**config.mk**
```make
export PLATFORM = sky130hd
export DESIGN_NAME = masked_bitmap_blit_average_core
export DESIGN_NICKNAME = d
export VERILOG_FILES = /design/src/sv/mbba_pkg.sv /design/src/sv/mbba_front.sv /design/src/sv/mbba_queue.sv /design/src/sv/mbba_back.sv /design/src/sv/masked_bitmap_blit_average_core.sv
export SDC_FILE = /design/constraint.sdc
export NUM_CORES = 1
export LEC_CHECK = 0
export BUFFER_PORTS_ARGS = -buffer_cell sky130_fd_sc_hd__clkbuf_2
export CAP_MARGIN = 25
export CORE_MARGIN = 4
export CORE_UTILIZATION = 50
export CTS_CLUSTER_SIZE = 30
export DETAILED_ROUTE_END_ITERATION = 12
export PLACE_DENSITY_LB_ADDON = 0.25
export SYNTH_ARGS = -nofsm -noshare
export SYNTH_HDL_FRONTEND = slang
export SYNTH_HIERARCHICAL = 1
export SYNTH_SLANG_ARGS = --single-unit
```
**constraint.sdc**
```tcl
create_clock -name aclk -period 8.7 [get_ports aclk]
set_input_delay 1.305 -clock aclk [delete_from_list [all_inputs] [get_ports aclk]]
set_output_delay 1.305 -clock aclk [all_outputs]
set_load 0.05 [all_outputs]
```
**src/sv/mbba_pkg.sv**
```systemverilog
// mbba_pkg: shared types and constants of the masked bitmap blitter.
// Queue entry and register file layouts; no dependencies.

package mbba_pkg;

    localparam int COLOR_W     = 16;
    localparam int COLOR_BITS  = 16;
    localparam int SUM_W       = 32;
    localparam int COUNT_W     = 21;
    localparam int SIZE_W      = 13;
    localparam int SIZE_REG_W  = 11;
    localparam int COORD_W     = 16;
    localparam int MASK_W      = 8;
    localparam int GROUP_LSB_W = 3;
    localparam int QUEUE_DEPTH = 4;
    localparam int QUEUE_AW    = 2;
    localparam int DIV_STEPS   = 32;
    localparam int DIV_CNT_W   = 5;

    localparam logic [2:0] REG_BITMAP_WIDTH  = 3'd0;
    localparam logic [2:0] REG_BITMAP_HEIGHT = 3'd1;
    localparam logic [2:0] REG_ORIGIN_X      = 3'd2;
    localparam logic [2:0] REG_ORIGIN_Y      = 3'd3;
    localparam logic [2:0] REG_USE_MASK      = 3'd4;

    localparam logic KIND_DRAW    = 1'b0;
    localparam logic KIND_AVERAGE = 1'b1;

    typedef struct packed {
        logic [SIZE_REG_W-1:0]    bitmap_width;
        logic [SIZE_REG_W-1:0]    bitmap_height;
        logic signed [COORD_W-1:0] origin_x;
        logic signed [COORD_W-1:0] origin_y;
        logic                     use_mask;
    } cfg_t;

    typedef struct packed {
        logic                      has_draw;
        logic signed [COORD_W-1:0] screen_x;
        logic signed [COORD_W-1:0] screen_y;
        logic [COLOR_W-1:0]        color;
        logic                      frame_end;
        logic [SUM_W-1:0]          color_sum;
        logic [COUNT_W-1:0]        shown_count;
    } entry_t;

endpackage

```
**src/sv/mbba_front.sv**
```systemverilog
// mbba_front: pixel intake, raster counters, mask shifter and running sum.
// Emits one queue entry per pixel that is shown or ends the frame; uses mbba_pkg.

module mbba_front #(
    parameter int MAX_WIDTH  = 1024,
    parameter int MAX_HEIGHT = 1024
) (
    input  logic                            aclk,
    input  logic                            aresetn,
    input  mbba_pkg::cfg_t                  cfg,
    input  logic                            s_tvalid,
    output logic                            s_tready,
    input  logic [mbba_pkg::COLOR_W-1:0]    pixel_color,
    input  logic [mbba_pkg::MASK_W-1:0]     mask_byte,
    input  logic                            q_full,
    output logic                            q_push,
    output mbba_pkg::entry_t                q_entry
);

    localparam int CW = $clog2(MAX_WIDTH);
    localparam int RW = (MAX_HEIGHT > 1) ? $clog2(MAX_HEIGHT) : 1;
    localparam int SW = mbba_pkg::SIZE_W;

    logic [CW-1:0]                     col_reg, col_next;
    logic [RW-1:0]                     row_reg, row_next;
    logic [mbba_pkg::MASK_W-1:0]       mask_reg, mask_next;
    logic [mbba_pkg::SUM_W-1:0]        sum_reg, sum_next;
    logic [mbba_pkg::COUNT_W-1:0]      cnt_reg, cnt_next;

    logic [SW-1:0]                     w_raw, h_raw, w_eff, h_eff;
    logic [SW-1:0]                     col_inc, row_inc;
    logic [mbba_pkg::MASK_W-1:0]       mask_cur;
    logic [mbba_pkg::SUM_W-1:0]        sum_upd;
    logic [mbba_pkg::COUNT_W-1:0]      cnt_upd;
    logic                              fire, shown, col_last, frame_end;

    assign s_tready = !q_full;
    assign fire     = s_tvalid && s_tready;

    always_comb begin
        w_raw = SW'(cfg.bitmap_width);
        h_raw = SW'(cfg.bitmap_height);
        if (w_raw == '0) begin
            w_eff = SW'(1);
        end else if (w_raw > SW'(MAX_WIDTH)) begin
            w_eff = SW'(MAX_WIDTH);
        end else begin
            w_eff = w_raw;
        end
        if (h_raw == '0) begin
            h_eff = SW'(1);
        end else if (h_raw > SW'(MAX_HEIGHT)) begin
            h_eff = SW'(MAX_HEIGHT);
        end else begin
            h_eff = h_raw;
        end

        col_inc = SW'(col_reg) + SW'(1);
        row_inc = SW'(row_reg) + SW'(1);

        if (col_reg[mbba_pkg::GROUP_LSB_W-1:0] == '0) begin
            mask_cur = mask_byte;
        end else begin
            mask_cur = {mask_reg[mbba_pkg::MASK_W-2:0], 1'b0};
        end
        shown     = !cfg.use_mask || mask_cur[mbba_pkg::MASK_W-1];
        col_last  = col_inc >= w_eff;
        frame_end = col_last && (row_inc >= h_eff);

        sum_upd = sum_reg + (shown ? mbba_pkg::SUM_W'(pixel_color) : '0);
        cnt_upd = cnt_reg + mbba_pkg::COUNT_W'(shown);

        col_next  = col_reg;
        row_next  = row_reg;
        mask_next = mask_reg;
        sum_next  = sum_reg;
        cnt_next  = cnt_reg;
        if (fire) begin
            col_next  = col_last ? '0 : CW'(col_inc);
            if (col_last) begin
                row_next = frame_end ? '0 : RW'(row_inc);
            end
            mask_next = frame_end ? '0 : mask_cur;
            sum_next  = frame_end ? '0 : sum_upd;
            cnt_next  = frame_end ? '0 : cnt_upd;
        end

        q_push                = fire && (shown || frame_end);
        q_entry.has_draw      = shown;
        q_entry.screen_x      = cfg.origin_x + mbba_pkg::COORD_W'(col_reg);
        q_entry.screen_y      = cfg.origin_y + mbba_pkg::COORD_W'(row_reg);
        q_entry.color         = pixel_color;
        q_entry.frame_end     = frame_end;
        q_entry.color_sum     = sum_upd;
        q_entry.shown_count   = cnt_upd;
    end

    always_ff @(posedge aclk) begin
        if (!aresetn) begin
            col_reg  <= '0;
            row_reg  <= '0;
            mask_reg <= '0;
            sum_reg  <= '0;
            cnt_reg  <= '0;
        end else begin
            col_reg  <= col_next;
            row_reg  <= row_next;
            mask_reg <= mask_next;
            sum_reg  <= sum_next;
            cnt_reg  <= cnt_next;
        end
    end

endmodule

```
**src/sv/mbba_queue.sv**
```systemverilog
// mbba_queue: short FIFO of entries between the front and back parts.
// Uses mbba_pkg for the entry type and depth.

module mbba_queue (
    input  logic                          aclk,
    input  logic                          aresetn,
    input  logic                          push,
    input  mbba_pkg::entry_t              push_entry,
    output logic                          full,
    input  logic                          pop,
    output logic                          head_valid,
    output mbba_pkg::entry_t              head_entry,
    output logic [mbba_pkg::QUEUE_AW:0]   fill
);

    mbba_pkg::entry_t                  mem [mbba_pkg::QUEUE_DEPTH];
    logic [mbba_pkg::QUEUE_AW-1:0]     wr_ptr_reg, rd_ptr_reg;
    logic [mbba_pkg::QUEUE_AW:0]       fill_reg, fill_next;
    logic                              do_push, do_pop;

    assign full       = fill_reg == (mbba_pkg::QUEUE_AW+1)'(mbba_pkg::QUEUE_DEPTH);
    assign head_valid = fill_reg != '0;
    assign head_entry = mem[rd_ptr_reg];
    assign fill       = fill_reg;
    assign do_push    = push && !full;
    assign do_pop     = pop && head_valid;

    always_comb begin
        fill_next = fill_reg;
        if (do_push && !do_pop) begin
            fill_next = fill_reg + 1'b1;
        end else if (do_pop && !do_push) begin
            fill_next = fill_reg - 1'b1;
        end
    end

    always_ff @(posedge aclk) begin
        if (do_push) begin
            mem[wr_ptr_reg] <= push_entry;
        end
    end

    always_ff @(posedge aclk) begin
        if (!aresetn) begin
            wr_ptr_reg <= '0;
            rd_ptr_reg <= '0;
            fill_reg   <= '0;
        end else begin
            if (do_push) begin
                wr_ptr_reg <= wr_ptr_reg + 1'b1;
            end
            if (do_pop) begin
                rd_ptr_reg <= rd_ptr_reg + 1'b1;
            end
            fill_reg <= fill_next;
        end
    end

endmodule

```
**src/sv/mbba_back.sv**
```systemverilog
// mbba_back: drains queue entries into the result register; runs the
// restoring divider for the frame average. Uses mbba_pkg.

module mbba_back (
    input  logic                               aclk,
    input  logic                               aresetn,
    input  logic                               q_valid,
    input  mbba_pkg::entry_t                   q_entry,
    output logic                               q_pop,
    output logic                               m_tvalid,
    input  logic                               m_tready,
    output logic                               m_kind,
    output logic signed [mbba_pkg::COORD_W-1:0] m_screen_x,
    output logic signed [mbba_pkg::COORD_W-1:0] m_screen_y,
    output logic [mbba_pkg::COLOR_W-1:0]       m_color,
    output logic                               m_empty,
    output logic                               m_last
);

    typedef enum logic [1:0] {
        ST_RUN,
        ST_DIV,
        ST_AVG
    } state_t;

    state_t                                 state_reg, state_next;
    logic                                   valid_reg, valid_next;
    logic                                   kind_reg, kind_next;
    logic signed [mbba_pkg::COORD_W-1:0]    x_reg, x_next;
    logic signed [mbba_pkg::COORD_W-1:0]    y_reg, y_next;
    logic [mbba_pkg::COLOR_W-1:0]           color_reg, color_next;
    logic                                   empty_reg, empty_next;
    logic                                   last_reg, last_next;
    logic [mbba_pkg::COUNT_W-1:0]           rem_reg, rem_next;
    logic [mbba_pkg::COUNT_W-1:0]           den_reg, den_next;
    logic [mbba_pkg::SUM_W-1:0]             quo_reg, quo_next;
    logic [mbba_pkg::DIV_CNT_W-1:0]         step_reg, step_next;
    logic                                   zero_reg, zero_next;
    logic [mbba_pkg::COUNT_W:0]             rem_sh;
    logic [mbba_pkg::COUNT_W+1:0]           diff;
    logic                                   out_free;

    assign m_tvalid   = valid_reg;
    assign m_kind     = kind_reg;
    assign m_screen_x = x_reg;
    assign m_screen_y = y_reg;
    assign m_color    = color_reg;
    assign m_empty    = empty_reg;
    assign m_last     = last_reg;

    always_comb begin
        state_next = state_reg;
        valid_next = valid_reg && !m_tready;
        kind_next  = kind_reg;
        x_next     = x_reg;
        y_next     = y_reg;
        color_next = color_reg;
        empty_next = empty_reg;
        last_next  = last_reg;
        rem_next   = rem_reg;
        den_next   = den_reg;
        quo_next   = quo_reg;
        step_next  = step_reg;
        zero_next  = zero_reg;
        q_pop      = 1'b0;
        out_free   = !valid_reg || m_tready;

        rem_sh = {rem_reg, quo_reg[mbba_pkg::SUM_W-1]};
        diff   = {1'b0, rem_sh} - {2'b00, den_reg};

        case (state_reg)
            ST_RUN: begin
                if (q_valid && out_free) begin
                    q_pop = 1'b1;
                    if (q_entry.has_draw) begin
                        valid_next = 1'b1;
                        kind_next  = mbba_pkg::KIND_DRAW;
                        x_next     = q_entry.screen_x;
                        y_next     = q_entry.screen_y;
                        color_next = q_entry.color;
                        empty_next = 1'b0;
                        last_next  = 1'b0;
                    end
                    if (q_entry.frame_end) begin
                        den_next   = q_entry.shown_count;
                        quo_next   = q_entry.color_sum;
                        rem_next   = '0;
                        step_next  = '0;
                        zero_next  = q_entry.shown_count == '0;
                        state_next = ST_DIV;
                    end
                end
            end
            ST_DIV: begin
                if (!diff[mbba_pkg::COUNT_W+1]) begin
                    rem_next = diff[mbba_pkg::COUNT_W-1:0];
                end else begin
                    rem_next = rem_sh[mbba_pkg::COUNT_W-1:0];
                end
                quo_next  = {quo_reg[mbba_pkg::SUM_W-2:0], !diff[mbba_pkg::COUNT_W+1]};
                step_next = step_reg + 1'b1;
                if (step_reg == mbba_pkg::DIV_CNT_W'(mbba_pkg::DIV_STEPS - 1)) begin
                    state_next = ST_AVG;
                end
            end
            ST_AVG: begin
                if (out_free) begin
                    valid_next = 1'b1;
                    kind_next  = mbba_pkg::KIND_AVERAGE;
                    x_next     = '0;
                    y_next     = '0;
                    color_next = zero_reg ? '0 : quo_reg[mbba_pkg::COLOR_BITS-1:0];
                    empty_next = zero_reg;
                    last_next  = 1'b1;
                    state_next = ST_RUN;
                end
            end
            default: begin
                state_next = ST_RUN;
            end
        endcase
    end

    always_ff @(posedge aclk) begin
        if (!aresetn) begin
            state_reg <= ST_RUN;
            valid_reg <= 1'b0;
        end else begin
            state_reg <= state_next;
            valid_reg <= valid_next;
        end
        kind_reg  <= kind_next;
        x_reg     <= x_next;
        y_reg     <= y_next;
        color_reg <= color_next;
        empty_reg <= empty_next;
        last_reg  <= last_next;
        rem_reg   <= rem_next;
        den_reg   <= den_next;
        quo_reg   <= quo_next;
        step_reg  <= step_next;
        zero_reg  <= zero_next;
    end

endmodule

```
**src/sv/masked_bitmap_blit_average_core.sv**
```systemverilog
// Masked 1bpp-mask bitmap blitter with frame average colour. A pixel is
// accepted every cycle while the four-entry queue between intake and output
// has room; each shown pixel leaves as one draw request, one per cycle while
// m_tready is high and no average is in progress. At the end of a frame the
// average goes through a restoring divider that produces one quotient bit per
// cycle in 32 divider steps, and the result is then loaded into the output
// register; meanwhile the queue takes up to four further queued requests
// before s_tready drops. Registers sit on an APB port and take effect at once.
// Depends on mbba_pkg, mbba_front, mbba_queue and mbba_back.

module masked_bitmap_blit_average_core #(
    parameter int MAX_WIDTH  = 1024,
    parameter int MAX_HEIGHT = 1024
) (
    input  logic        aclk,
    input  logic        aresetn,
    input  logic        psel,
    input  logic        penable,
    input  logic        pwrite,
    input  logic [4:0]  paddr,
    input  logic [31:0] pwdata,
    output logic [31:0] prdata,
    output logic        pready,
    input  logic        s_tvalid,
    output logic        s_tready,
    input  logic [23:0] s_tdata,   // pixel_color[15:0], mask_byte[23:16]
    output logic        m_tvalid,
    input  logic        m_tready,
    output logic [55:0] m_tdata,   // screen_x, screen_y, color_out, empty_res[48], zeros
    output logic [0:0]  m_tuser,   // kind
    output logic        m_tlast
);

    mbba_pkg::cfg_t                           cfg_reg, cfg_next;
    logic                                     wr_en;
    logic [2:0]                               reg_idx;
    logic                                     q_push, q_full, q_pop, q_valid;
    mbba_pkg::entry_t                         push_entry, head_entry;
    logic [mbba_pkg::QUEUE_AW:0]              q_fill;
    logic                                     out_kind, out_empty;
    logic signed [mbba_pkg::COORD_W-1:0]      out_x, out_y;
    logic [mbba_pkg::COLOR_W-1:0]             out_color;

    assign pready  = 1'b1;
    assign reg_idx = paddr[4:2];
    assign wr_en   = psel && penable && pwrite && pready;

    always_comb begin
        cfg_next = cfg_reg;
        prdata   = '0;
        case (reg_idx)
            mbba_pkg::REG_BITMAP_WIDTH: begin
                prdata = 32'(cfg_reg.bitmap_width);
                if (wr_en) begin
                    cfg_next.bitmap_width = pwdata[mbba_pkg::SIZE_REG_W-1:0];
                end
            end
            mbba_pkg::REG_BITMAP_HEIGHT: begin
                prdata = 32'(cfg_reg.bitmap_height);
                if (wr_en) begin
                    cfg_next.bitmap_height = pwdata[mbba_pkg::SIZE_REG_W-1:0];
                end
            end
            mbba_pkg::REG_ORIGIN_X: begin
                prdata = 32'(unsigned'(cfg_reg.origin_x));
                if (wr_en) begin
                    cfg_next.origin_x = pwdata[mbba_pkg::COORD_W-1:0];
                end
            end
            mbba_pkg::REG_ORIGIN_Y: begin
                prdata = 32'(unsigned'(cfg_reg.origin_y));
                if (wr_en) begin
                    cfg_next.origin_y = pwdata[mbba_pkg::COORD_W-1:0];
                end
            end
            mbba_pkg::REG_USE_MASK: begin
                prdata = 32'(cfg_reg.use_mask);
                if (wr_en) begin
                    cfg_next.use_mask = pwdata[0];
                end
            end
            default: begin
                prdata = '0;
            end
        endcase
    end

    always_ff @(posedge aclk) begin
        if (!aresetn) begin
            cfg_reg.bitmap_width  <= mbba_pkg::SIZE_REG_W'(1);
            cfg_reg.bitmap_height <= mbba_pkg::SIZE_REG_W'(1);
            cfg_reg.origin_x      <= '0;
            cfg_reg.origin_y      <= '0;
            cfg_reg.use_mask      <= 1'b0;
        end else begin
            cfg_reg <= cfg_next;
        end
    end

    mbba_front #(
        .MAX_WIDTH  (MAX_WIDTH),
        .MAX_HEIGHT (MAX_HEIGHT)
    ) u_front (
        .aclk        (aclk),
        .aresetn     (aresetn),
        .cfg         (cfg_reg),
        .s_tvalid    (s_tvalid),
        .s_tready    (s_tready),
        .pixel_color (s_tdata[15:0]),
        .mask_byte   (s_tdata[23:16]),
        .q_full      (q_full),
        .q_push      (q_push),
        .q_entry     (push_entry)
    );

    mbba_queue u_queue (
        .aclk       (aclk),
        .aresetn    (aresetn),
        .push       (q_push),
        .push_entry (push_entry),
        .full       (q_full),
        .pop        (q_pop),
        .head_valid (q_valid),
        .head_entry (head_entry),
        .fill       (q_fill)
    );

    mbba_back u_back (
        .aclk       (aclk),
        .aresetn    (aresetn),
        .q_valid    (q_valid),
        .q_entry    (head_entry),
        .q_pop      (q_pop),
        .m_tvalid   (m_tvalid),
        .m_tready   (m_tready),
        .m_kind     (out_kind),
        .m_screen_x (out_x),
        .m_screen_y (out_y),
        .m_color    (out_color),
        .m_empty    (out_empty),
        .m_last     (m_tlast)
    );

    assign m_tdata = {7'b0, out_empty, out_color, out_y, out_x};
    assign m_tuser = out_kind;

    a_last_is_average: assert property (@(posedge aclk) disable iff (!aresetn)
        m_tvalid |-> (m_tlast == m_tuser[0]))
        else $error("last flag and result kind disagree");

    a_empty_colour_zero: assert property (@(posedge aclk) disable iff (!aresetn)
        (m_tvalid && m_tdata[48]) |-> (m_tdata[47:32] == '0 && m_tuser[0]))
        else $error("empty average carries a colour");

    a_queue_bound: assert property (@(posedge aclk) disable iff (!aresetn)
        q_fill <= (mbba_pkg::QUEUE_AW+1)'(mbba_pkg::QUEUE_DEPTH))
        else $error("queue fill beyond depth");

    a_stall_only_full: assert property (@(posedge aclk) disable iff (!aresetn)
        !s_tready |-> (q_fill == (mbba_pkg::QUEUE_AW+1)'(mbba_pkg::QUEUE_DEPTH)))
        else $error("intake stalled with queue room");

endmodule
```
== After elaboration in Yosys (flattened, before gate mapping) ==
Memory sizes are Yosys's and may differ from the RTL's. A register that Yosys moved wholly into a read port is not among the register bits.
Cells that the tools add are included.
Widths: inputs -> output; s select.
Word-level totals
  register bits: 275
  RAM bits: 412
  input bits: 68
  output and inout port bits: 93
  logic and storage cells: 153
  memories kept: 1
Memories
  u_queue.mem: words 4, width 103, read ports 1, clocked after memory_dff 1, wr ports 1, RTL line mbba_queue.sv:16  | mbba_pkg::entry_t mem [mbba_pkg::QUEUE_DEPTH];
Operators by class
  add/subtract/negate cells: 12
  order comparisons: 4
  eq/ne operators: 13
  multiplexer cells: 57
  reductions and logical operators: 41
Operator list (number)
  $mux 16: 10
  $mux 32: 3
  $pmux 16 s2: 3
  $mux 21: 4
  $pmux 16 s5: 1
  $pmux 32 s2: 1
  $pmux 21 s2: 1
  $add 16x10->16: 2
  $add 32x32->32: 1
  $ge 13x13->1: 2
  $mux 13: 2
  $sub 22x21->23: 1
  $add 10x1->11 const B: 2
  $gt 11x11->1 const B: 2
  $logic_not 11->1: 2
  $mux 11: 2
  $add 21x1->21: 1
  $logic_not 21->1: 1
  $mux 10: 2
  $mux 2: 6
  $reduce_and 2->1: 6
  $logic_and 1x1->1: 11
  $mux 1: 11
  $mux 5: 2
  26 further kinds: 48

== Longest topological paths before layout ==
  depth after elaboration: 12
  mapped depth: 22
  gate-level depth less buffers: 19

== By module ==
The synthesis kept the hierarchy.
Modules (own cells, without submodules)
  mbba_queue: times used 1, cells each 586, area an instance 15409.8 sq um, seq. area each 12552.0 sq um
  mbba_front: times used 1, cells each 922, area an instance 7040.5 sq um, seq. area each 1601.5 sq um
  mbba_back: times used 1, cells each 598, area an instance 6612.6 sq um, seq. area each 3963.8 sq um
  masked_bitmap_blit_average_core: times used 1, cells each 274, area an instance 2721.4 sq um, seq. area each 1101.1 sq um

== Worst setup path after synthesis ==
OpenSTA, ideal clock, no wires.
  kind: register -> register
  start: register u_front.row_reg[0]
  end: memory u_queue/mem[0][0] (netlist bit) (enable)
  library setup time: 474 ps
  data arrival time: 5681 ps
  required time: 8226 ps
  setup slack: 2546 ps
  stages on the path, launching flop included: 17
  path buffers: 3
  period minus slack after synthesis: 6154 ps
  path through: dfxtp_1 ha_1 nand3_1 nor2_1 xor2_1 ha_1 nand3_1 or3_1 a221o_1 o311ai_2 nand2_2 buf_2 buf_1 a31oi_1 nor2b_1 clkbuf_1 and2_1
On the way
  word-level cells in the longest chain between the ends: 8
RTL lines
  start: declaration: RTL line mbba_front.sv:25  | logic [RW-1:0] row_reg, row_next;
  start signal: assignment: RTL line mbba_front.sv:107  | row_reg <= row_next;
  $add 10x1->11: RTL line mbba_front.sv:59  | row_inc = SW'(row_reg) + SW'(1);
  $ge 13x13->1: RTL line mbba_front.sv:68  | frame_end = col_last && (row_inc >= h_eff);
  $logic_and 1x1->1: RTL line mbba_front.sv:68
  $logic_or 1x1->1: RTL line mbba_front.sv:88  | q_push = fire && (shown || frame_end);
  $logic_and 1x1->1: RTL line mbba_front.sv:88
  via q_push: RTL line masked_bitmap_blit_average_core.sv:37  | logic q_push, q_full, q_pop, q_valid;
  $logic_and 1x1->1: RTL line mbba_queue.sv:25  | assign do_push = push && !full;
  via u_queue.do_push: RTL line mbba_queue.sv:19  | logic do_push, do_pop;
  $mux 1: RTL line mbba_queue.sv:38  | if (do_push) begin
  $mux 1 (not written as such): RTL line mbba_queue.sv:39  | mem[wr_ptr_reg] <= push_entry;
  end: declaration: RTL line mbba_queue.sv:16
The timed path passes the listed nets, and every way through them passes these cells.

== Worst setup path after layout ==
  start: register u_front.col_reg[0]
  end: memory u_queue/mem[2][67] (netlist bit) (enable)
On the way
  word-level cells in the longest chain between the ends: 8
  elaborated cells on any way between the ends: 11
  classes of those cells: add/sub (1); order compare (1); mux (3); reduce/logical (6)
RTL lines
  start: declaration: RTL line mbba_front.sv:24  | logic [CW-1:0] col_reg, col_next;
  start signal: assignment: RTL line mbba_front.sv:106  | col_reg <= col_next;
  $add 10x1->11 or $logic_not 3->1 (tied branches): RTL line mbba_front.sv:58, mbba_front.sv:61
  $ge 13x13->1 or $mux 8 (tied branches): RTL line mbba_front.sv:67, mbba_front.sv:61
  $logic_and 1x1->1 or $logic_or 1x1->1 (tied branches): RTL line mbba_front.sv:68, mbba_front.sv:66
  $logic_or 1x1->1 (*): RTL line mbba_front.sv:88
  $logic_and 1x1->1 (*): RTL line mbba_front.sv:88
  via q_push: RTL line masked_bitmap_blit_average_core.sv:37
  $logic_and 1x1->1 (*): RTL line mbba_queue.sv:25
  $mux 1 (*): RTL line mbba_queue.sv:38
  $mux 1 (not written as such) (*): RTL line mbba_queue.sv:39
The timed path passes the listed nets; every way through them passes the cells marked *.

==> results.sh <==
export IMPL_ys_seq_area_frac=0.605
export IMPL_first_global_vias=19400
export IMPL_insertion_delay_ps=610
export IMPL_crit_buf_inv=1
export IMPL_setup_tns_ps=0
export IMPL_final_common_cell="edfxtp_1"
export IMPL_die_height_um=260
export IMPL_track_usage=0.202
export IMPL_cts_tree="built"
export IMPL_dpl_hpwl_mm=43.2
export IMPL_slowest_stage="and2_4"
export IMPL_synth_edf_count=542
export IMPL_ys_ff_latch=689
export IMPL_n_antenna_cell=0
export IMPL_grt_max_degree=104
export IMPL_status="finished, final reports clean"
export IMPL_cp_max_fo=56
export IMPL_ys_async_sr_fraction=0
export IMPL_pwr_share_comb=0.285
export IMPL_period_needed_ps=5440
export IMPL_num_rows=92
export IMPL_grt_pass1_wl_mm=107
export IMPL_grt_ovfl_total=0
export IMPL_rsz0062_at_grt="false"
export IMPL_cts_buffers=74
export IMPL_dieArea_um2=67700
export IMPL_regArea_um2=19200
export IMPL_skew_ps=21.2
export IMPL_slowest_delay_ps=880
export IMPL_start_util=0.505
export IMPL_start_kind="flop"
export IMPL_synthCells=2380
export IMPL_cts_root_buf="clkbuf_16"
export IMPL_coreArea_um2=63000
export IMPL_final_cell_mix="542 x edfxtp_1, 325 x nand2_1, 145 x dfxtp_1, 118 x clkbuf_2, 113 x mux4_2"
export IMPL_vias=19300
export IMPL_crit_top_cell="and3_1"
export IMPL_maxCapViolations=0
export IMPL_fp_dieW_um=260
export IMPL_period_share=0.626
export IMPL_setup_viol_count_final=0
export IMPL_largest_register_ffs=412
export IMPL_antenna_found_initial=2
export IMPL_ios=161
export IMPL_clock_sinks=689
export IMPL_finalMaxSlewViolations=0
export IMPL_powerDensity_nw_per_um2=310
export IMPL_p_sw_mw=3.62
export IMPL_multiInputGateArea_um2=11500
export IMPL_power_leakage_nw=12.5
export IMPL_worst_pin_slew_ps=1080
export IMPL_dp_slack_ps=3340
export IMPL_avgSynthCellArea_um2=13.4
export IMPL_cts_buffer_depth=3
export IMPL_cts_resized=0
export IMPL_vias_per_cell=5.71
export IMPL_antenna_left=0
export IMPL_wl_mm=68.5
export IMPL_hp_class="reg -> reg"
export IMPL_port_buffers=118
export IMPL_place_congestion=0.841
export IMPL_internal_power_mw=7.38
export IMPL_arrival_ps=5700
export IMPL_syn_cell_area_um2=31800
export IMPL_hold_buffers=0
export IMPL_path_class="reg -> reg"
export IMPL_post_route_drc_count=0
export IMPL_synth_flop_cell="edfxtp_1"
export IMPL_cp_data_required_time_ps=8950
export IMPL_drive_above_1_share=0.175
export IMPL_first_iter_violations=1308
export IMPL_critPathTopFamily="simple AND/OR/NAND/NOR gates"
export IMPL_finish_net_count=2639
export IMPL_maxSlewHeadroom=0.278
export IMPL_crit_chain="ha_1 -> and3_1 -> and3_1 -> and3_1 -> xor2_1 -> ha_1 -> o211ai_1 -> a21oi_1 -> a211o_1 -> nand2_2 -> a31oi_1 -> nor2b_1 -> and2_4 -> buf_4"
export IMPL_fin_ws_ps=3260
export IMPL_peakVddDrop_v=0.000211
export IMPL_power_frac_seq=0.420
export IMPL_p_sw_frac=0.329
export IMPL_h_tree_depth=3
export IMPL_yosys_warnings=6
export IMPL_final_hold_violation_count=0
export IMPL_clock_power_share=0.295
export IMPL_n_fill_cell=5038
export IMPL_areaGrowthSynthToFinish_pct=11.4
export IMPL_ys_types=86
export IMPL_r2r_slack_ps=3260
export IMPL_clock_fmax_ghz=0.184
export IMPL_cts_setup_buffers=0
export IMPL_wl_per_cell_um=20.3
export IMPL_firstDrtPassIters=5
export IMPL_clk_pin_slew_ps=60
export IMPL_worstSetupEndpointType="flop"
routing by layer:
layer / vias up / global-route usage / routed length, µm
met5: - / 0 / 13
met4: 2 / 0.0652 / 1650
met3: 84 / 0.0344 / 3900
met2: 553 / 0.337 / 33700
met1: 9676 / 0.272 / 29200
li1: 8990 / - / -
cell type report:
class | count | area share
Sequential cell | 689 | 0.543
Inverter | 65 | 0.00689
Tap cell | 846 | 0.0299
Multi-Input combinational cell | 1497 | 0.323
Timing Repair Buffer | 148 | 0.0246
Clock buffer | 109 | 0.0609
Clock inverter | 28 | 0.0114
worst paths after layout:
| path | cells past startpoint | end | startpoint |
|---|---|---|---|
| max reg2reg | 14 | u_queue/mem[2][67] | u_front/col_reg[0] |
| max | 14 | u_queue/mem[2][67] | u_front/col_reg[0] |
| min reg2reg | 2 | u_front/sum_reg[0] | u_front/sum_reg[0] |
| min | 2 | u_front/sum_reg[0] | u_front/sum_reg[0] |
logic make-up after synthesis:
| kind of cell | count (synthesis) | synth area share |
|---|---|---|
| simple gates | 742 | 0.113 |
| buf+inv | 216 | 0.0388 |
| xor+xnor | 109 | 0.0300 |
| flops | 689 | 0.605 |
| fa+ha+maj | 96 | 0.0390 |
| other cells | 2 | 0.000236 |
| mux | 191 | 0.105 |
| compound gates | 335 | 0.0692 |
power groups by stage:
stage               clock, mW  combinational (mW)  sequential, mW
floorplan                   0                2.04            5.07
global placement            0                3.07            4.66
detailed placement          0                3.13            4.69
CTS                      3.32                3.15            4.63
global route             3.47                3.41            4.68
finish                   3.24                3.14            4.62
worst register-to-register path: stages (launching register included):
cell,delay (ps)
dfxtp_1,440
ha_1,260
and3_1,250
and3_1,260
and3_1,260
xor2_1,90
ha_1,310
o211ai_1,100
a21oi_1,190
a211o_1,560
nand2_2,120
a31oi_1,230
nor2b_1,530
and2_4,880
buf_4,600
Yosys cell counts (7+ instances only):
master	instances	area share
mux4_2	113	0.080
nand2b_1	24	0.0047
buf_2	21	0.0033
xor2_1	42	0.012
edfxtp_1	542	0.51
nor2_1	83	0.0098
o22ai_1	7	0.0014
a211oi_2	7	0.0028
a22oi_1	12	0.0028
a21oi_1	107	0.017
and3_1	28	0.0055
nor2b_1	30	0.0059
nor4_1	10	0.0020
nand2_1	327	0.039
ha_1	91	0.036
and2_1	72	0.014
nand4_1	14	0.0028
or3_1	8	0.0016
clkbuf_1	53	0.0063
a21oi_2	7	0.0019
a21o_1	11	0.0026
a31oi_1	15	0.0030
buf_6	7	0.0025
o21a_1	11	0.0026
dfxtp_1	147	0.093
buf_1	8	0.00094
nand3b_1	11	0.0026
o21ai_0	72	0.011
inv_1	62	0.0073
nand3_1	74	0.012
xnor2_1	67	0.018
or4_1	8	0.0019
a211oi_1	12	0.0028
buf_12	9	0.0057
nor3_1	19	0.0030
buf_4	52	0.012
mux2i_1	71	0.022
o211ai_1	11	0.0026
mux2_2	7	0.0025
per-stage QoR:
| step | cells | power (mW) | utilization | hold slack [ps] | area [µm²] |
|---|---|---|---|---|---|
| after floorplan | 2402 | 7.12 | - | 429 | 31900 |
| after global placement | 3241 | 7.73 | 0.520 | 439 | 32800 |
| after detailed placement | 3242 | 7.82 | 0.521 | 446 | 32800 |
| after CTS | 3379 | 11.1 | 0.561 | 455 | 35300 |
| after global routing | 3382 | 11.6 | 0.562 | 484 | 35400 |
| final | 3382 | 11.0 | 0.562 | 456 | 35400 |
No activity file was read; power rests on OpenSTA's default activity.
